===== config.mk =====
export PLATFORM = sky130hd
export DESIGN_NAME = tdpe_queue
export DESIGN_NICKNAME = d
export VERILOG_FILES = /design/src/rtl/tdpe_pkg.sv /design/src/rtl/tdpe_queue.sv
export SDC_FILE = /design/constraint.sdc
export NUM_CORES = 1
export LEC_CHECK = 0
export BUFFER_PORTS_ARGS = -buffer_cell sky130_fd_sc_hd__buf_2
export CAP_MARGIN = 10
export CORE_MARGIN = 2
export CORE_UTILIZATION = 56
export DETAILED_ROUTE_END_ITERATION = 10
export MAX_ROUTING_LAYER = met4
export PLACE_DENSITY = 0.95
export SLEW_MARGIN = 25
export SYNTH_ARGS = -nofsm -noshare
export SYNTH_HDL_FRONTEND = slang
export SYNTH_SLANG_ARGS = --single-unit

===== constraint.sdc =====
create_clock -name aclk -period 7.8 [get_ports aclk]
set_input_delay 1.17 -clock aclk [delete_from_list [all_inputs] [get_ports aclk]]
set_output_delay 1.17 -clock aclk [all_outputs]
set_load 0.05 [all_outputs]

===== src/rtl/tdpe_pkg.sv =====
// Shared types, constants and constant-divisor helpers for the date-part extractor.
// Used by the top level, front end, queue and back end; depends on nothing.
package tdpe_pkg;

    // Field widths of the packed timestamp and of the decoded quotients.
    localparam int W_TS    = 64;
    localparam int W_Q1    = 45;
    localparam int W_Q2    = 28;
    localparam int W_Q3    = 15;
    localparam int W_MICRO = 20;
    localparam int W_SOD   = 17;
    localparam int W_YEAR  = 14;
    localparam int W_WHOLE = 26;
    localparam int W_FRAC  = 20;

    // Radixes of the packed format.
    localparam int DIV_MICRO = 1000000;
    localparam int DIV_SOD   = 100000;
    localparam int DIV_YEAR  = 10000;
    localparam int DIV_TZ    = 27;

    // Calendar years are shifted so that year zero lands on a whole 400-year cycle.
    localparam logic [W_YEAR-1:0] YEAR_SHIFT = 14'd400;

    localparam logic [W_TS-1:0] NULL_PATTERN_RESET = '1;
    localparam int QUEUE_DEPTH_DEFAULT = 2;

    // Part selector codes.
    typedef enum logic [3:0] {
        PART_CENTURY    = 4'd0,
        PART_DAY        = 4'd1,
        PART_DECADE     = 4'd2,
        PART_DOW        = 4'd3,
        PART_DOY        = 4'd4,
        PART_HOUR       = 4'd5,
        PART_USEC       = 4'd6,
        PART_MILLENNIUM = 4'd7,
        PART_MSEC       = 4'd8,
        PART_MINUTE     = 4'd9,
        PART_MONTH      = 4'd10,
        PART_QUARTER    = 4'd11,
        PART_SECOND     = 4'd12,
        PART_WEEK       = 4'd13,
        PART_YEAR       = 4'd14
    } part_t;

    // One decoded item as it leaves the front end.
    typedef struct packed {
        logic [3:0]         cmd;
        logic               is_null;
        logic [W_MICRO-1:0] micro;
        logic [W_SOD-1:0]   sod;
        logic [W_YEAR-1:0]  year;
        logic [4:0]         day;
        logic [4:0]         month;
    } front_rec_t;

    // Division by constants through reciprocal multiplication. Each reciprocal is
    // rounded up with enough fraction bits to be exact over the whole input range.
    function automatic logic [10:0] div60_17(input logic [16:0] x);
        logic [40:0] p;
        p = 41'(x) * 41'(139811);
        return p[33:23];
    endfunction

    function automatic logic [5:0] div60_11(input logic [10:0] x);
        logic [22:0] p;
        p = 23'(x) * 23'(2185);
        return p[22:17];
    endfunction

    function automatic logic [7:0] div100_14(input logic [13:0] x);
        logic [28:0] p;
        p = 29'(x) * 29'(20972);
        return p[28:21];
    endfunction

    function automatic logic [4:0] div1000_14(input logic [13:0] x);
        logic [28:0] p;
        p = 29'(x) * 29'(16778);
        return p[28:24];
    endfunction

    function automatic logic [10:0] div10_14(input logic [13:0] x);
        logic [28:0] p;
        p = 29'(x) * 29'(26215);
        return p[28:18];
    endfunction

    function automatic logic [10:0] div1000_20(input logic [19:0] x);
        logic [40:0] p;
        p = 41'(x) * 41'(1073742);
        return p[40:30];
    endfunction

    function automatic logic [2:0] mod7_14(input logic [13:0] x);
        logic [28:0] p;
        logic [13:0] r;
        p = 29'(x) * 29'(18725);
        r = x - 14'(p[28:17]) * 14'd7;
        return r[2:0];
    endfunction

    function automatic logic [6:0] div7_9(input logic [8:0] x);
        logic [18:0] p;
        p = 19'(x) * 19'(586);
        return p[18:12];
    endfunction

    function automatic logic [2:0] mod7_9(input logic [8:0] x);
        logic [8:0] r;
        r = x - 9'(div7_9(x)) * 9'd7;
        return r[2:0];
    endfunction

    // Length of a month in a common year; codes that are no month give zero.
    function automatic logic [4:0] month_days(input logic [4:0] m);
        logic [4:0] d;
        case (m)
            5'd1, 5'd3, 5'd5, 5'd7, 5'd8, 5'd10, 5'd12: d = 5'd31;
            5'd4, 5'd6, 5'd9, 5'd11:                     d = 5'd30;
            5'd2:                                        d = 5'd28;
            default:                                     d = 5'd0;
        endcase
        return d;
    endfunction

    // Days in the months before the given one, common year.
    function automatic logic [8:0] days_before(input logic [4:0] m);
        logic [8:0] d;
        case (m)
            5'd1:    d = 9'd0;
            5'd2:    d = 9'd31;
            5'd3:    d = 9'd59;
            5'd4:    d = 9'd90;
            5'd5:    d = 9'd120;
            5'd6:    d = 9'd151;
            5'd7:    d = 9'd181;
            5'd8:    d = 9'd212;
            5'd9:    d = 9'd243;
            5'd10:   d = 9'd273;
            5'd11:   d = 9'd304;
            5'd12:   d = 9'd334;
            default: d = 9'd0;
        endcase
        return d;
    endfunction

endpackage


===== src/rtl/tdpe_queue.sv =====
// Short queue of decoded items between front and back end.
// Depends on tdpe_pkg for the item record.
module tdpe_queue #(
    parameter int DEPTH = tdpe_pkg::QUEUE_DEPTH_DEFAULT
) (
    input  logic                 aclk,
    input  logic                 aresetn,
    input  logic                 in_valid,
    output logic                 in_ready,
    input  tdpe_pkg::front_rec_t in_rec,
    output logic                 out_valid,
    input  logic                 out_ready,
    output tdpe_pkg::front_rec_t out_rec
);

    localparam int PW = $clog2(DEPTH);
    localparam int CW = $clog2(DEPTH + 1);

    tdpe_pkg::front_rec_t mem_reg [DEPTH];
    logic [PW-1:0] wr_ptr_reg, rd_ptr_reg;
    logic [CW-1:0] count_reg;
    logic          push, pop;

    assign in_ready  = (count_reg != CW'(DEPTH));
    assign out_valid = (count_reg != '0);
    assign push      = in_valid && in_ready;
    assign pop       = out_valid && out_ready;
    assign out_rec   = mem_reg[rd_ptr_reg];

    // Pointers wrap at the depth.
    always_ff @(posedge aclk) begin
        if (!aresetn) begin
            wr_ptr_reg <= '0;
            rd_ptr_reg <= '0;
            count_reg  <= '0;
        end else begin
            if (push) begin
                wr_ptr_reg <= (wr_ptr_reg == PW'(DEPTH - 1)) ? '0 : wr_ptr_reg + PW'(1);
            end
            if (pop) begin
                rd_ptr_reg <= (rd_ptr_reg == PW'(DEPTH - 1)) ? '0 : rd_ptr_reg + PW'(1);
            end
            if (push && !pop) begin
                count_reg <= count_reg + CW'(1);
            end else if (pop && !push) begin
                count_reg <= count_reg - CW'(1);
            end
        end
    end

    always_ff @(posedge aclk) begin
        if (push) begin
            mem_reg[wr_ptr_reg] <= in_rec;
        end
    end

`ifndef ASSERT_OFF
    a_count_bound: assert property (@(posedge aclk) disable iff (!aresetn)
        count_reg <= CW'(DEPTH))
        else $error("queue count beyond depth");
    a_pop_moves: assert property (@(posedge aclk) disable iff (!aresetn)
        (pop && !push) |=> count_reg == $past(count_reg) - CW'(1))
        else $error("queue count did not drop on a transfer out");
`endif

endmodule


Word-level counts from Yosys, hierarchy flattened
Memories as Yosys holds them, arrays and structs flattened. A register that Yosys moved wholly into a read port is not among the register bits.
Index checks and enable logic that the tools add are counted.
{ "op_classes": {"addsub": 4, "muxes": 8, "reduce_logical": 8, "n_eq_ne": 1} }
{ "ops": {"columns": ["cell", "count"], "rows": [
  ["1-bit 2-to-1 mux", 6],
  ["1-bit logical AND", 4],
  ["2-bit 2-to-1 mux", 2],
  ["2-bit nonzero test", 2],
  ["1-bit adder (second input constant)", 2],
  ["2-bit by 1-bit adder with 2-bit output (second input constant)", 1],
  ["1-bit zero test", 2],
  ["2-bit != test (second input constant)", 1],
  ["2-bit by 1-bit subtractor with 2-bit output (second input constant)", 1]
]} }
{ "totals": {"word_cells": 25, "ramBits": 132, "output_inout_bits": 68, "memories": 1, "ff_bits": 4} }
{ "mem_list": {"columns": ["name", "words", "width", "rd", "rd_clocked_by_memory_dff", "wr", "line", "text"], "rows": [
  ["mem_reg", 2, 66, 1, 1, 1, "tdpe_queue.sv:19", "tdpe_pkg::front_rec_t mem_reg [DEPTH];"]
]} }

Depth between registers and ports, before layout
{ "logic_depth": {"word_depth": 6, "mapped_depth": 6} }

Worst setup path before layout
No wires, ideal clock.
{ "synth_timing": {"path_type": "input -> register", "from": "input in_valid", "to": "memory mem_reg[1][0] (netlist bit), enable pin", "slack_ns": 4.599, "setup_ns": 0.431, "t_arrival_ns": 2.770, "required_time_ns": 7.369, "cell_stages": 1, "path_buffers": 0, "path_cell_list": "and3_1"} }
{ "synth_via": {"elab_chain_cells": 3} }
{ "synth_lines": {"columns": ["item", "line", "text"], "rows": [
  ["start: declaration", "tdpe_queue.sv:8", "input logic in_valid,"],
  ["1-bit logical AND", "tdpe_queue.sv:26", "assign push = in_valid && in_ready;"],
  ["1-bit 2-to-1 mux", "tdpe_queue.sv:52", "if (push) begin"],
  ["1-bit 2-to-1 mux (implied by the code)", "tdpe_queue.sv:53", "mem_reg[wr_ptr_reg] <= in_rec;"],
  ["end: declaration", "tdpe_queue.sv:19", null]
]} }
No other way between the ends.

==> key figures <==
Yosys
  – Yosys Warn Count: 0
  – Seq cells post-synth: between 100 and 150
  – Post-Synthesis Cells: 229
  – Top-area cell type share of the netlist area: 0.791
  – Netlist cell types: 21
  – Sequential-to-total area share from yosys stat: 0.811
  – Mean Syn Cell Area: between 20 and 25 um2
  – Synth Cell Area: approximately 5000 um2
  – Top post-synthesis cells by area: edfxtp_1, mux2_2, dfxtp_1
  – Area leader, netlist: edfxtp_1
  – Synth Net Count: 300

Die
  – I/O Pins: around 140
  – Core area: between 8000 and 9000 um2
  – Die width: 98.6 um
  – Die Height: 98.6 um
  – Row Count: 34
  – Initial core utilization: 0.575
  – Die area: a little under 10000 um2

Placed design
  – I/O Buffers: about 140
  – Placer Congestion: between 0.7 and 0.8
  – Placed insts: 470
  – Hpwl dp: ~5.4 mm

Critical path
  – Reg-to-reg endpoint: mem_reg[1][63]$_DFFE_PP_
  – Worst-path fanout max: 37
  – Reg2Reg Setup Slack: ~5600 ps
  – Critical Path RT: 6630 ps
  – Crit. End Element: output pin
  – R2R Path Start: count_reg[0]$_SDFFE_PN0P_
  – Critical-path cell list: buf_4 > mux2_2 > buf_2
  – Crit Path Category: register to output pin
  – Startpoint Class: register
  – Worst Path Arrival: about 2500 ps
  – Slowest stage delay, CP: slightly below 800 ps
  – R2R depth: 3
  – Top Family by Delay on Critical Path: flip-flops
  – CP Buf/Inv Count: 2
  – Slowest stage cell, crit path: dfxtp_2

Layout
  – Largest register FFs: 132
  – Final std cells w/o fill: approximately 500
  – Filler instances: approximately 510
  – Layout cell share with drive strength beyond 1: 0.610
  – Layout area overhead: 27.5%
  – Final #Nets: 452

GRT
  – Vias in the first global route: 2596
  – Tot GR Track Use: 0.181
  – First-pass GRT wire length: 12.7 mm
  – Total gr overflow: 0
  – Pin count of the biggest net entering global routing: 67
  – Initial antenna violation count: 1

Timing
  – Tmin final: between 3000 and 4000 ps
  – Setup TNS: 0 ps
  – Slew Viols, Final: 0
  – Period utilization: 0.465
  – Post-route clock skew: 9.00 ps
  – RSZ-0062 raised after global routing: no
  – # setup viols final: 0
  – Worst slew pin tran: between 800 and 900 ps
  – Hold Vio Cnt, Final: 0
  – Relative slew margins: 0.415
  – F_max: 0.276 GHz

Routing
  – WL final: approximately 8.5 mm
  – DRT Pass-1 Iters: 4
  – Post-route ant nets: 0
  – Avg WL per Cell: roughly 17 um
  – Vias post-DR: between 2000 and 3000
  – Vias per inst: 5.18
  – # DRC: 0
  – DR iter-0 viols: approximately 150

Job
  – Max-Cap Viols: 0

Pwr
  – Sw frac: 0.351
  – Clock power share: 0.311
  – Leak: 0.00241 uW
  – Max VDD drop: ~290 uV
  – Internal power: between 1500 and 2000 uW
  – P_sw: roughly 900 uW
  – Combinational share of power: 0.311
  – Cell Pwr Density: roughly 400 nW/um2
  – Reg power frac: 0.378

Clock network
  – Post-cts sizing count: 0
  – CTS sink cnt: 137
  – Root Buffer Master: clkbuf_8
  – H-tree depth: 4
  – Clk slew on worst S/H paths: around 50 ps
  – Hold_buf cts: 0
  – Worst skew pair latency: about 500 ps
  – CTS tree: built
  – CTS buffer count: 17
  – Setup Fix Bufs, Post-CTS: 0
  – Max Root-Sink Buffers: 2

Worst hold path
  – Worst Hold Depth: 2
  – Hold Path Origin: count_reg[1]$_SDFFE_PN0P_
  – Worst Hold Path EP: count_reg[1]$_SDFFE_PN0P_
  – Worst hold-check path type: register to register

Status
  – Outcome: finished clean
## cells in the mapped netlist
cell	instances
or2_2	1
and3_1	1
mux2_2	66
inv_1	1
nand3b_1	1
edfxtp_1	132
a21bo_2	1
xor2_1	1
dfxtp_1	5
buf_6	4
a21boi_0	1
o21ai_0	1
a21boi_1	1
o21ai_1	1
or3_1	1
nand2b_4	1
buf_2	2
ha_1	1
and2_1	4
buf_4	1
xnor2_1	2
## worst max-delay path by stage
stage | to | slack [ps] | cells past startpoint
after floorplan | mem_reg[1][0]$_DFFE_PP_ | 4600 | 1
after global placement | out_rec[50] | 4690 | 3
after detailed placement | out_rec[50] | 4650 | 3
after CTS | out_rec[50] | 4130 | 3
after global routing | out_rec[50] | 4050 | 3
final | out_rec[50] | 4170 | 3
## layout make-up
cell class | instances | area, um2 | share of cell area
Multi-Input combinational cell | 84 | 883 | 0.138
Clock buffer | 17 | 414 | 0.0648
Inverter | 1 | 3.75 | 0.000587
Clock inverter | 13 | 178 | 0.0278
Antenna cell | 1 | 2.50 | 0.000392
Tap cell | 108 | 135 | 0.0211
Sequential cell | 137 | 4070 | 0.636
Timing Repair Buffer | 140 | 708 | 0.111
## logic make-up after synthesis
logic type,after synthesis,synth area share
and+or+nand+nor,9,0.0130
DFF,137,0.811
AOI/OAI and AO/OA,5,0.00699
muxes,66,0.148
buffers and inverters,8,0.0132
xor gates and xnor gates,3,0.00524
adders and majority gates,1,0.00250
## power groups by stage
stage | Clock [uW] | Combinational [uW] | Sequential, uW
floorplan | 0 | 669 | 958
global placement | 0 | 787 | 976
detailed placement | 0 | 797 | 985
CTS | 808 | 801 | 970
global route | 844 | 830 | 977
finish | 795 | 795 | 968
## per-layer routing
layer	part of all wire	track usage	wire, um
met3	0.065	0.0553	558
met2	0.52	0.296	4480
met1	0.40	0.215	3420
met4	0.0094	0.0622	80
met5	0	-	0
## placed cells by master, fill, tap and decap left out, drive strengths merged, types with 2 or more instances in the layout
master and count:
a21boi 2, xnor2 2, clkbuf 17, dfxtp 5, clkinvlp 2, o21ai 2, and2 4, buf 140
edfxtp 132, clkinv 5, mux2 66, bufinv 4, inv 3
## worst register-to-register path, cell delays in order (launching register included)
cell and delay, ps:
dfxtp_1 420, nand2b_4 190, and3_2 630, buf_4 580
## metrics by stage
step / area [um2] / hold slack (ps) / total power [uW] / utilization / setup WS (ps)
floorplan: 5010 / 512 / 1630 / - / 4600
global placement: 5800 / 523 / 1760 / 0.665 / 4690
detailed placement: 5800 / 559 / 1780 / 0.665 / 4650
CTS: 6390 / 573 / 2580 / 0.732 / 4130
global route: 6390 / 603 / 2650 / 0.733 / 4050
finish: 6390 / 567 / 2560 / 0.733 / 4170
Note: power is estimated with default switching activity, not from simulation.
