## config.mk

```make
export PLATFORM = sky130hd
export DESIGN_NAME = tdpe_back
export DESIGN_NICKNAME = d
export VERILOG_FILES = /design/src/rtl/tdpe_pkg.sv /design/src/rtl/tdpe_back.sv
export SDC_FILE = /design/constraint.sdc
export NUM_CORES = 2
export LEC_CHECK = 0
export BUFFER_PORTS_ARGS = -buffer_cell sky130_fd_sc_hd__buf_2
export CAP_MARGIN = 5
export CELL_PAD_IN_SITES_DETAIL_PLACEMENT = 1
export CELL_PAD_IN_SITES_GLOBAL_PLACEMENT = 1
export CORE_MARGIN = 8
export CORE_UTILIZATION = 45
export CTS_CLUSTER_DIAMETER = 200
export DETAILED_ROUTE_END_ITERATION = 12
export GPL_TIMING_DRIVEN = 0
export PLACE_DENSITY_LB_ADDON = 0.05
export SKIP_CTS_REPAIR_TIMING = 1
export SLEW_MARGIN = 25
export SYNTH_ARGS = -nofsm -noshare
export SYNTH_HDL_FRONTEND = slang
export SYNTH_SLANG_ARGS = --single-unit
export TNS_END_PERCENT = 1
```

## constraint.sdc

```tcl
create_clock -name aclk -period 12.3 [get_ports aclk]
set_clock_uncertainty 0.15 [all_clocks]
set_input_delay 0.615 -clock aclk [delete_from_list [all_inputs] [get_ports aclk]]
set_output_delay 0.615 -clock aclk [all_outputs]
set_load 0.05 [all_outputs]
```

## src/rtl/tdpe_pkg.sv

```systemverilog
// Shared types, constants and constant-divisor helpers for the date-part extractor.
// Used by the top level, front end, queue and back end; depends on nothing.
package tdpe_pkg;

    // Field widths of the packed timestamp and of the decoded quotients.
    localparam int W_TS    = 64;
    localparam int W_Q1    = 45;
    localparam int W_Q2    = 28;
    localparam int W_Q3    = 15;
    localparam int W_MICRO = 20;
    localparam int W_SOD   = 17;
    localparam int W_YEAR  = 14;
    localparam int W_WHOLE = 26;
    localparam int W_FRAC  = 20;

    // Radixes of the packed format.
    localparam int DIV_MICRO = 1000000;
    localparam int DIV_SOD   = 100000;
    localparam int DIV_YEAR  = 10000;
    localparam int DIV_TZ    = 27;

    // Calendar years are shifted so that year zero lands on a whole 400-year cycle.
    localparam logic [W_YEAR-1:0] YEAR_SHIFT = 14'd400;

    localparam logic [W_TS-1:0] NULL_PATTERN_RESET = '1;
    localparam int QUEUE_DEPTH_DEFAULT = 2;

    // Part selector codes.
    typedef enum logic [3:0] {
        PART_CENTURY    = 4'd0,
        PART_DAY        = 4'd1,
        PART_DECADE     = 4'd2,
        PART_DOW        = 4'd3,
        PART_DOY        = 4'd4,
        PART_HOUR       = 4'd5,
        PART_USEC       = 4'd6,
        PART_MILLENNIUM = 4'd7,
        PART_MSEC       = 4'd8,
        PART_MINUTE     = 4'd9,
        PART_MONTH      = 4'd10,
        PART_QUARTER    = 4'd11,
        PART_SECOND     = 4'd12,
        PART_WEEK       = 4'd13,
        PART_YEAR       = 4'd14
    } part_t;

    // One decoded item as it leaves the front end.
    typedef struct packed {
        logic [3:0]         cmd;
        logic               is_null;
        logic [W_MICRO-1:0] micro;
        logic [W_SOD-1:0]   sod;
        logic [W_YEAR-1:0]  year;
        logic [4:0]         day;
        logic [4:0]         month;
    } front_rec_t;

    // Division by constants through reciprocal multiplication. Each reciprocal is
    // rounded up with enough fraction bits to be exact over the whole input range.
    function automatic logic [10:0] div60_17(input logic [16:0] x);
        logic [40:0] p;
        p = 41'(x) * 41'(139811);
        return p[33:23];
    endfunction

    function automatic logic [5:0] div60_11(input logic [10:0] x);
        logic [22:0] p;
        p = 23'(x) * 23'(2185);
        return p[22:17];
    endfunction

    function automatic logic [7:0] div100_14(input logic [13:0] x);
        logic [28:0] p;
        p = 29'(x) * 29'(20972);
        return p[28:21];
    endfunction

    function automatic logic [4:0] div1000_14(input logic [13:0] x);
        logic [28:0] p;
        p = 29'(x) * 29'(16778);
        return p[28:24];
    endfunction

    function automatic logic [10:0] div10_14(input logic [13:0] x);
        logic [28:0] p;
        p = 29'(x) * 29'(26215);
        return p[28:18];
    endfunction

    function automatic logic [10:0] div1000_20(input logic [19:0] x);
        logic [40:0] p;
        p = 41'(x) * 41'(1073742);
        return p[40:30];
    endfunction

    function automatic logic [2:0] mod7_14(input logic [13:0] x);
        logic [28:0] p;
        logic [13:0] r;
        p = 29'(x) * 29'(18725);
        r = x - 14'(p[28:17]) * 14'd7;
        return r[2:0];
    endfunction

    function automatic logic [6:0] div7_9(input logic [8:0] x);
        logic [18:0] p;
        p = 19'(x) * 19'(586);
        return p[18:12];
    endfunction

    function automatic logic [2:0] mod7_9(input logic [8:0] x);
        logic [8:0] r;
        r = x - 9'(div7_9(x)) * 9'd7;
        return r[2:0];
    endfunction

    // Length of a month in a common year; codes that are no month give zero.
    function automatic logic [4:0] month_days(input logic [4:0] m);
        logic [4:0] d;
        case (m)
            5'd1, 5'd3, 5'd5, 5'd7, 5'd8, 5'd10, 5'd12: d = 5'd31;
            5'd4, 5'd6, 5'd9, 5'd11:                     d = 5'd30;
            5'd2:                                        d = 5'd28;
            default:                                     d = 5'd0;
        endcase
        return d;
    endfunction

    // Days in the months before the given one, common year.
    function automatic logic [8:0] days_before(input logic [4:0] m);
        logic [8:0] d;
        case (m)
            5'd1:    d = 9'd0;
            5'd2:    d = 9'd31;
            5'd3:    d = 9'd59;
            5'd4:    d = 9'd90;
            5'd5:    d = 9'd120;
            5'd6:    d = 9'd151;
            5'd7:    d = 9'd181;
            5'd8:    d = 9'd212;
            5'd9:    d = 9'd243;
            5'd10:   d = 9'd273;
            5'd11:   d = 9'd304;
            5'd12:   d = 9'd334;
            default: d = 9'd0;
        endcase
        return d;
    endfunction

endpackage

```

## src/rtl/tdpe_back.sv

```systemverilog
// Back end: calendar arithmetic, part selection and the output register.
// Depends on tdpe_pkg for the item record, selector codes and divider helpers.
module tdpe_back (
    input  logic                         aclk,
    input  logic                         aresetn,
    input  logic                         in_valid,
    output logic                         in_ready,
    input  tdpe_pkg::front_rec_t         in_rec,
    output logic                         out_valid,
    input  logic                         out_ready,
    output logic [tdpe_pkg::W_WHOLE-1:0] out_whole,
    output logic [tdpe_pkg::W_FRAC-1:0]  out_frac,
    output logic                         out_is_null
);

    // Fields that ride along unchanged.
    typedef struct packed {
        logic [3:0]  cmd;
        logic        nul;
        logic [19:0] micro;
        logic [13:0] year;
        logic [4:0]  day;
        logic [4:0]  month;
        logic [7:0]  cent;
        logic [4:0]  mill;
        logic [10:0] dec;
    } carry_t;

    typedef struct packed {
        carry_t      c;
        logic [16:0] sod;
        logic        bad_month;
        logic [13:0] ys;
        logic [13:0] y1;
        logic [13:0] y2;
        logic [7:0]  q100_0;
        logic [7:0]  q100_1;
        logic [7:0]  q100_2;
        logic [10:0] q60;
        logic [10:0] ms_q;
    } s1_t;

    typedef struct packed {
        carry_t      c;
        logic        bad_month;
        logic [10:0] q60;
        logic [5:0]  sec;
        logic [5:0]  q3600;
        logic        leap0;
        logic        leap1;
        logic [13:0] e0;
        logic [13:0] e1;
        logic [10:0] ms_q;
        logic [9:0]  ms_r;
        logic [4:0]  dim;
        logic [8:0]  dbm;
    } s2_t;

    typedef struct packed {
        carry_t      c;
        logic        bad;
        logic [5:0]  sec;
        logic [5:0]  minute;
        logic [5:0]  hour;
        logic [8:0]  doy;
        logic [25:0] usec;
        logic [15:0] msec;
        logic [19:0] msfrac;
    } s3_t;

    typedef struct packed {
        s3_t        b;
        logic [2:0] wd;
        logic       w53_0;
        logic       w53_1;
    } s4_t;

    logic en;
    logic v1_reg, v2_reg, v3_reg, v4_reg, v5_reg;
    s1_t  s1_reg, s1_next;
    s2_t  s2_reg, s2_next;
    s3_t  s3_reg, s3_next;
    s4_t  s4_reg, s4_next;
    logic [2:0] j0_reg, j0_next, j1_reg, j1_next;
    logic       leap0_reg, leap1_reg;

    logic [tdpe_pkg::W_WHOLE-1:0] whole_reg, whole_next;
    logic [tdpe_pkg::W_FRAC-1:0]  frac_reg, frac_next;
    logic                         null_reg, null_next;

    assign en       = !v5_reg || out_ready;
    assign in_ready = en;

    // Stage 1: year shifts, divisions by 100, century, millennium and decade, time and millisecond quotients.
    always_comb begin
        logic [13:0] ys;
        ys = in_rec.year + tdpe_pkg::YEAR_SHIFT;
        s1_next.c.cmd   = in_rec.cmd;
        s1_next.c.nul   = in_rec.is_null;
        s1_next.c.micro = in_rec.micro;
        s1_next.c.year  = in_rec.year;
        s1_next.c.day   = in_rec.day;
        s1_next.c.month = in_rec.month;
        s1_next.c.cent  = (in_rec.year == '0) ? 8'd1
                        : tdpe_pkg::div100_14(in_rec.year - 14'd1) + 8'd1;
        s1_next.c.mill  = (in_rec.year == '0) ? 5'd1
                        : tdpe_pkg::div1000_14(in_rec.year - 14'd1) + 5'd1;
        s1_next.c.dec   = tdpe_pkg::div10_14(in_rec.year);
        s1_next.sod       = in_rec.sod;
        s1_next.bad_month = (in_rec.month == 5'd0) || (in_rec.month > 5'd12);
        s1_next.ys        = ys;
        s1_next.y1        = ys - 14'd1;
        s1_next.y2        = ys - 14'd2;
        s1_next.q100_0    = tdpe_pkg::div100_14(ys);
        s1_next.q100_1    = tdpe_pkg::div100_14(ys - 14'd1);
        s1_next.q100_2    = tdpe_pkg::div100_14(ys - 14'd2);
        s1_next.q60       = tdpe_pkg::div60_17(in_rec.sod);
        s1_next.ms_q      = tdpe_pkg::div1000_20(in_rec.micro);
    end

    // Stage 2: leap years, Jan 1 weekday sums, seconds, month tables.
    always_comb begin
        logic [6:0] r100_0;
        logic [6:0] r100_1;
        logic       leap0;
        r100_0 = 7'(s1_reg.ys - 14'(s1_reg.q100_0) * 14'd100);
        r100_1 = 7'(s1_reg.y1 - 14'(s1_reg.q100_1) * 14'd100);
        leap0  = (s1_reg.ys[1:0] == 2'b00 && r100_0 != 7'd0)
              || (r100_0 == 7'd0 && s1_reg.q100_0[1:0] == 2'b00);
        s2_next.c         = s1_reg.c;
        s2_next.bad_month = s1_reg.bad_month;
        s2_next.q60       = s1_reg.q60;
        s2_next.sec       = 6'(s1_reg.sod - 17'(s1_reg.q60) * 17'd60);
        s2_next.q3600     = tdpe_pkg::div60_11(s1_reg.q60);
        s2_next.leap0     = leap0;
        s2_next.leap1     = (s1_reg.y1[1:0] == 2'b00 && r100_1 != 7'd0)
                         || (r100_1 == 7'd0 && s1_reg.q100_1[1:0] == 2'b00);
        // Weekday of Jan 1 counts 365 days a year plus the leap days before it.
        s2_next.e0 = s1_reg.ys + (s1_reg.y1 >> 2) - 14'(s1_reg.q100_1)
                   + 14'(s1_reg.q100_1 >> 2) + 14'd6;
        s2_next.e1 = s1_reg.y1 + (s1_reg.y2 >> 2) - 14'(s1_reg.q100_2)
                   + 14'(s1_reg.q100_2 >> 2) + 14'd6;
        s2_next.ms_q = s1_reg.ms_q;
        s2_next.ms_r = 10'(s1_reg.c.micro - 20'(s1_reg.ms_q) * 20'd1000);
        s2_next.dim  = tdpe_pkg::month_days(s1_reg.c.month)
                     + 5'(leap0 && s1_reg.c.month == 5'd2);
        s2_next.dbm  = tdpe_pkg::days_before(s1_reg.c.month);
    end

    // Stage 3: Jan 1 weekdays, date check, day of year, time parts.
    always_comb begin
        j0_next = tdpe_pkg::mod7_14(s2_reg.e0);
        j1_next = tdpe_pkg::mod7_14(s2_reg.e1);
        s3_next.c      = s2_reg.c;
        s3_next.bad    = s2_reg.bad_month || (s2_reg.c.day == 5'd0)
                      || (s2_reg.c.day > s2_reg.dim);
        s3_next.sec    = s2_reg.sec;
        s3_next.minute = 6'(s2_reg.q60 - 11'(s2_reg.q3600) * 11'd60);
        s3_next.hour   = (s2_reg.q3600 >= 6'd24) ? s2_reg.q3600 - 6'd24 : s2_reg.q3600;
        s3_next.doy    = s2_reg.dbm + 9'(s2_reg.c.day)
                       + 9'(s2_reg.leap0 && s2_reg.c.month > 5'd2);
        s3_next.usec   = 26'(s2_reg.sec) * 26'd1000000 + 26'(s2_reg.c.micro);
        s3_next.msec   = 16'(s2_reg.sec) * 16'd1000 + 16'(s2_reg.ms_q);
        s3_next.msfrac = 20'(s2_reg.ms_r) * 20'd1000;
    end

    // Stage 4: ISO weekday and which years have 53 weeks.
    always_comb begin
        s4_next.b     = s3_reg;
        s4_next.wd    = tdpe_pkg::mod7_9(9'(j0_reg) + s3_reg.doy - 9'd1) + 3'd1;
        s4_next.w53_0 = (j0_reg == 3'd3) || (j0_reg == 3'd2 && leap0_reg);
        s4_next.w53_1 = (j1_reg == 3'd3) || (j1_reg == 3'd2 && leap1_reg);
    end

    // Stage 5: week number and part selection into the output register.
    always_comb begin
        logic [6:0] wk;
        logic [6:0] week;
        logic       unknown;
        s3_t        b;
        b       = s4_reg.b;
        wk      = tdpe_pkg::div7_9(b.doy + 9'd10 - 9'(s4_reg.wd));
        unknown = 1'b0;
        frac_next = '0;
        if (wk == 7'd0) begin
            week = s4_reg.w53_1 ? 7'd53 : 7'd52;
        end else if (wk == 7'd53 && !s4_reg.w53_0) begin
            week = 7'd1;
        end else begin
            week = wk;
        end
        case (tdpe_pkg::part_t'(b.c.cmd))
            tdpe_pkg::PART_CENTURY:    whole_next = 26'(b.c.cent);
            tdpe_pkg::PART_DAY:        whole_next = 26'(b.c.day);
            tdpe_pkg::PART_DECADE:     whole_next = 26'(b.c.dec);
            tdpe_pkg::PART_DOW:        whole_next = (s4_reg.wd == 3'd7) ? '0 : 26'(s4_reg.wd);
            tdpe_pkg::PART_DOY:        whole_next = 26'(b.doy);
            tdpe_pkg::PART_HOUR:       whole_next = 26'(b.hour);
            tdpe_pkg::PART_USEC:       whole_next = b.usec;
            tdpe_pkg::PART_MILLENNIUM: whole_next = 26'(b.c.mill);
            tdpe_pkg::PART_MSEC: begin
                whole_next = 26'(b.msec);
                frac_next  = b.msfrac;
            end
            tdpe_pkg::PART_MINUTE:     whole_next = 26'(b.minute);
            tdpe_pkg::PART_MONTH:      whole_next = 26'(b.c.month);
            tdpe_pkg::PART_QUARTER: begin
                if (b.c.month inside {[5'd1:5'd3]}) begin
                    whole_next = 26'd1;
                end else if (b.c.month inside {[5'd4:5'd6]}) begin
                    whole_next = 26'd2;
                end else if (b.c.month inside {[5'd7:5'd9]}) begin
                    whole_next = 26'd3;
                end else begin
                    whole_next = 26'd4;
                end
            end
            tdpe_pkg::PART_SECOND: begin
                whole_next = 26'(b.sec);
                frac_next  = b.c.micro;
            end
            tdpe_pkg::PART_WEEK:       whole_next = 26'(week);
            tdpe_pkg::PART_YEAR:       whole_next = 26'(b.c.year);
            default: begin
                whole_next = '0;
                unknown    = 1'b1;
            end
        endcase
        null_next = b.c.nul || b.bad || unknown;
        if (null_next) begin
            whole_next = '0;
            frac_next  = '0;
        end
    end

    // Valid bits of the five stages.
    always_ff @(posedge aclk) begin
        if (!aresetn) begin
            v1_reg <= 1'b0;
            v2_reg <= 1'b0;
            v3_reg <= 1'b0;
            v4_reg <= 1'b0;
            v5_reg <= 1'b0;
        end else if (en) begin
            v1_reg <= in_valid;
            v2_reg <= v1_reg;
            v3_reg <= v2_reg;
            v4_reg <= v3_reg;
            v5_reg <= v4_reg;
        end
    end

    // Stage data.
    always_ff @(posedge aclk) begin
        if (en) begin
            s1_reg    <= s1_next;
            s2_reg    <= s2_next;
            s3_reg    <= s3_next;
            j0_reg    <= j0_next;
            j1_reg    <= j1_next;
            leap0_reg <= s2_reg.leap0;
            leap1_reg <= s2_reg.leap1;
            s4_reg    <= s4_next;
            whole_reg <= whole_next;
            frac_reg  <= frac_next;
            null_reg  <= null_next;
        end
    end

    assign out_valid   = v5_reg;
    assign out_whole   = whole_reg;
    assign out_frac    = frac_reg;
    assign out_is_null = null_reg;

`ifndef ASSERT_OFF
    a_null_zero: assert property (@(posedge aclk) disable iff (!aresetn)
        (out_valid && out_is_null) |-> (out_whole == '0 && out_frac == '0))
        else $error("null result carries a value");
    a_out_range: assert property (@(posedge aclk) disable iff (!aresetn)
        out_valid |-> (out_whole <= 26'd59999999 && out_frac <= 20'd999999))
        else $error("result out of range");
`endif

endmodule

```

---- After elaboration in Yosys (flattened, before gate mapping) ----
Memories as Yosys holds them, arrays and structs flattened. A register that Yosys moved wholly into a read port is not among the register bits.
Cells that the tools add are included.
word-level totals
  flip-flop bits (word level) ............. 701
  bits in read-only memories .............. 224
  output and inout port bits .............. 49
  memories ................................ 2
memories
  name              depth  width  rd ports  clocked after Yosys merged registers in  wr ports  line             text
  (name not given)  16     9      1         1                                        0         tdpe_pkg.sv:131  case (m)
  (name not given)  16     5      1         1                                        0         tdpe_pkg.sv:119  case (m)
cells by class
  add/sub/neg operators ................... 33
  multipliers ............................. 24
  order comparisons ....................... 10
  eq/ne operators ......................... 21
  mux-type cells .......................... 13
  reductions and logical operators ........ 38
operator list
  cell                                                                   count
  26-bit case mux with 15 select lines                                   1
  14-bit by 13-bit multiplier with 27-bit output, second input constant  4
  14-bit by 15-bit multiplier with 29-bit output, second input constant  3
  20-bit by 20-bit multiplier with 40-bit output, second input constant  1
  20-bit case mux with 2 select lines                                    1
  9-bit by 9-bit multiplier with 18-bit output, second input constant    2
  17-bit by 18-bit multiplier with 34-bit output, second input constant  1
  14-bit by 12-bit adder with 14-bit output                              2
  14-bit by 3-bit adder with 14-bit output, second input constant        2
  14-bit by 6-bit adder with 14-bit output                               2
  4-bit == test, second input constant                                   7
  14-bit by 14-bit multiplier with 28-bit output, second input constant  1
  14-bit by 1-bit subtractor with 14-bit output, second input constant   2
  14-bit by 8-bit subtractor with 14-bit output                          2
  26-bit by 20-bit adder with 26-bit output                              1
  12-bit by 3-bit multiplier with 3-bit output, second input constant    2
  11-bit by 12-bit multiplier with 23-bit output, second input constant  1
  7-bit logical NOT                                                      3
  6-bit by 14-bit multiplier with 20-bit output, second input constant   1
  10-bit by 7-bit multiplier with 17-bit output, second input constant   1
  16-bit by 11-bit adder with 16-bit output                              1
  4-bit by 3-bit == test with 1-bit output, second input constant        4
  8-bit by 5-bit multiplier with 5-bit output, second input constant     2
  15-bit OR reduction                                                    1
  other kinds (51)                                                       91

---- Logic depth before layout (Yosys ltp) ----
  word-level depth ........................ 8
  mapped depth ............................ 34
  mapped depth without buffers ............ 34

---- Worst setup path after synthesis ----
No wires, ideal clock.
  kind .................................... register to register
  start point ............................. register v5_reg (netlist: out_valid)
  end point ............................... register with a tool-made name
  library setup time ...................... 0.106 ns
  arrival ................................. 9.711 ns
  required time ........................... 12.044 ns
  path slack .............................. 2.334 ns
  cell stages (with the launch flop) ...... 6
  path buffers ............................ 1
  clock period less this slack ............ 9.966 ns
  cells stage by stage .................... dfxtp_1 -> nor2b_1 -> clkbuf_1 -> inv_2 -> o21ai_0 -> mux2i_1
RTL lines
  item                    line              text
  from (decl)             tdpe_back.sv:79   logic v1_reg, v2_reg, v3_reg, v4_reg, v5_reg;
  from (signal assigned)  tdpe_back.sv:249  v5_reg <= v4_reg;

---- Worst setup path in the final report ----
  start point ............................. input port in_rec[11] in the netlist's numbering
  end point ............................... register s1_reg[129] in the netlist's numbering, data pin
on the way
  longest elaborated chain between the ends .. 3
RTL lines
  item                                            line              text
  from (decl)                                     tdpe_back.sv:8    input tdpe_pkg::front_rec_t in_rec,
  14-bit by 1-bit subtractor with 14-bit output   tdpe_back.sv:105  : tdpe_pkg::div100_14(in_rec.year - 14'd1) + 8'd1;
  14-bit by 13-bit multiplier with 27-bit output  tdpe_pkg.sv:74    p = 29'(x) * 29'(20972);
  8-bit by 1-bit adder with 8-bit output          tdpe_back.sv:105
  to (signal assigned)                            tdpe_back.sv:256  s1_reg <= s1_next;
  to (decl)                                       tdpe_back.sv:80   s1_t s1_reg, s1_next;
Several ways; a longest one is shown, not always the timed one.
A chain may end at the register's enable or synchronous reset.

==> reports/metrics.csv <==
stage,metric,value,unit
cells_and_area,diodes,0,
cells_and_area,syn2layout_area_growth,9.19,%
synthesis,synthFlopType,edfxtp_1,
detailed_routing,antenna_left,0,
worst_setup_path,r2r_start,s3_reg[63],
clock_network,worst_skew_pair.late_latency,650,ps
worst_setup_path,path_buf_inv,8,
clock_network,cts_tree,yes,
detailed_routing,routed_wl,147000,um
detailed_routing,post_drt_wl_per_cell,19.0,um
floorplanning,initial_core_util,45.3,%
sta,tightestPinTransition,1080,ps
worst_setup_path,critPathMaxFanout,15,
worst_setup_path,crit_slowest_cell,xnor2_1,
worst_setup_path,cp-start-kind,input port,
worst_setup_path,cp_slowest_stage_delay,740,ps
worst_setup_path,cpLargestDelayFamily,adder cells,
clock_network,cts_buffers,75,
clock_network,clock_sinks,685,
sta,fmax,100,MHz
clock_network,cts.htree.levels,3,
detailed_routing,first_iter_violations,1318,
placed_design,port_buffers,118,
min_path,hp-start,in_rec[4],
cells_and_area,fill_cells,15100,
sta,finalHoldViolations,0,
flow_run,cap_violations,0,
worst_setup_path,cp_common_cell,inv_1,
clock_network,cts_max_path_buffers,3,
min_path,worstHoldPathType,input port to flop,
worst_setup_path,critPathArrivalTime,10210,ps
synthesis,synth.distinct_cells,85,
grt,grt_util_all_layers,18.9,%
clock_network,cts_root_buffer,clkbuf_16,
floorplanning,die_w,396,um
grt,grt_pass1_vias,42900,
sta,relSlewSlack,27.3,%
cells_and_area,largest_reg_flops,159,
sta,final_max_slew_viol_count,0,
detailed_routing,drc,0,
synthesis,syn_area,0.0649,mm2
cells_and_area,drive_above_1_share,5.45,%
placed_design,dpl.hpwl,123000,um
min_path,whs_path_depth,1,
cells_and_area,finalNetCount,7815,
worst_setup_path,cp.required,12540,ps
sta,fin_ws,2330,ps
floorplanning,dieArea,0.157,mm2
worst_setup_path,worst_setup_path_end_kind,flop,
grt,grt_pass1_wl,236000,um
worst_setup_path,worst-setup-path-type,input port to flop,
synthesis,ys_seq_area_share,31.6,%
placed_design,gp_congestion,0.848,
floorplanning,rows,139,
outcome,status,"finished, final reports clean",
synthesis,synth_edf_count,677,
grt,gr-total-overflow,0,
sta,grt_setup_unrepaired,no,
synthesis,synth_area_per_cell,11.7,um2
synthesis,ys_ff_latch,685,
synthesis,yosys_warnings,0,
grt,antenna_found_initial,2,
detailed_routing,vias_per_cell,5.04,
grt,grt_max_degree,98,
sta,fin_crit_sh,81.1,%
synthesis,synth.net_count,7594,
floorplanning,die_h,396,um
detailed_routing,drt_first_pass_iters,6,
worst_setup_path,r2r_end,s4_reg[4],
floorplanning,io_pins,119,
min_path,min_to,s1_reg[134],
floorplanning,core,0.143,mm2
placed_design,place_ws,1420,ps
worst_setup_path,r2r.worst_path.cells,34,
worst_setup_path,rrSetupSlack,4480,ps
cells_and_area,final_common_cell,ha_1,
sta,final.min_clock_period,9970,ps
clock_network,path_clk_slew,60,ps
cells_and_area,layout_common_cells,"ha_1, inv_1, edfxtp_1",
synthesis,synthArstFlopShare,0,%
detailed_routing,dr_total_vias,38900,
synthesis,synth_cells,5535,
sta,setup-violations-final,0,
## kinds of logic after synthesis
group | count (synthesis) | share of synthesized area, %
AO/OA/AOI/OAI | 565 | 5.82
buffers and inverters | 1380 | 7.99
multiplexers | 25 | 0.426
adder cells (fa/ha/maj) | 1989 | 45.5
AND/OR/NAND/NOR | 579 | 4.51
flip-flops | 685 | 31.6
XOR/XNOR | 312 | 4.21
## layout make-up
class	count	area, um2	share of cell area, %
Buffer	29	113	0.159
Clock buffer	88	1990	2.81
Clock inverter	47	405	0.572
Inverter	1351	5080	7.17
Multi-Input combinational cell	3470	39400	55.6
Sequential cell	685	20500	28.9
Tap cell	1903	2380	3.36
Timing Repair Buffer	144	977	1.38
## routing by layer
metal	up-vias	part of all wire (%)	wire (um)	GRT usage, %
met1	19500	46	66900	24.8
met4	0	2.0	2870	4.21
met2	346	50	74000	34.1
met3	145	1.9	2820	1.61
met5	-	0	0	0
li1	18900	-	-	-
## cell usage after synthesis, types with 47 or more instances
library cell / count / area share, %
nor2_1: 139 / 0.80
fa_1: 615 / 19
xnor2_1: 240 / 3.2
o21ai_0: 104 / 0.80
edfxtp_1: 677 / 31
xor2_1: 72 / 0.97
a21o_1: 77 / 0.89
ha_1: 1374 / 26
inv_1: 1350 / 7.8
nor3_1: 63 / 0.49
a21oi_1: 142 / 1.1
nand2_1: 123 / 0.71
nor2b_1: 47 / 0.45
nand3_1: 52 / 0.40
## through the flow
stage | std cells | hold WS (ps) | utilization (%) | area (um2) | TNS, ps
5_1_grt | 7717 | 1.80 | 49.4 | 70900 | 0
6_report | 7717 | 30.1 | 49.4 | 70900 | 0
3_3_place_gp | 7556 | 251 | 47.4 | 67900 | -3550
2_1_floorplan | 5535 | 250 | - | 64900 | 0
3_5_place_dp | 7572 | 255 | 47.7 | 68300 | 0
4_1_cts | 7707 | -79.5 | 49.4 | 70700 | 0
## worst max-delay path by stage
stage,start,slack (ps),cells after the start,endpoint
final,in_rec[11],2330,31,s1_reg[129]
after global routing,in_rec[11],1770,33,s1_reg[129]
after CTS,in_rec[11],2110,33,s1_reg[129]
after detailed placement,in_rec[11],1420,33,s1_reg[129]
after global placement,out_ready,-1370,6,flop
after floorplan,out_valid,2330,5,flop
Power is left out: the tool's default activity adds up to more than one toggle a clock period on the data nets, which glitch-free logic cannot reach.
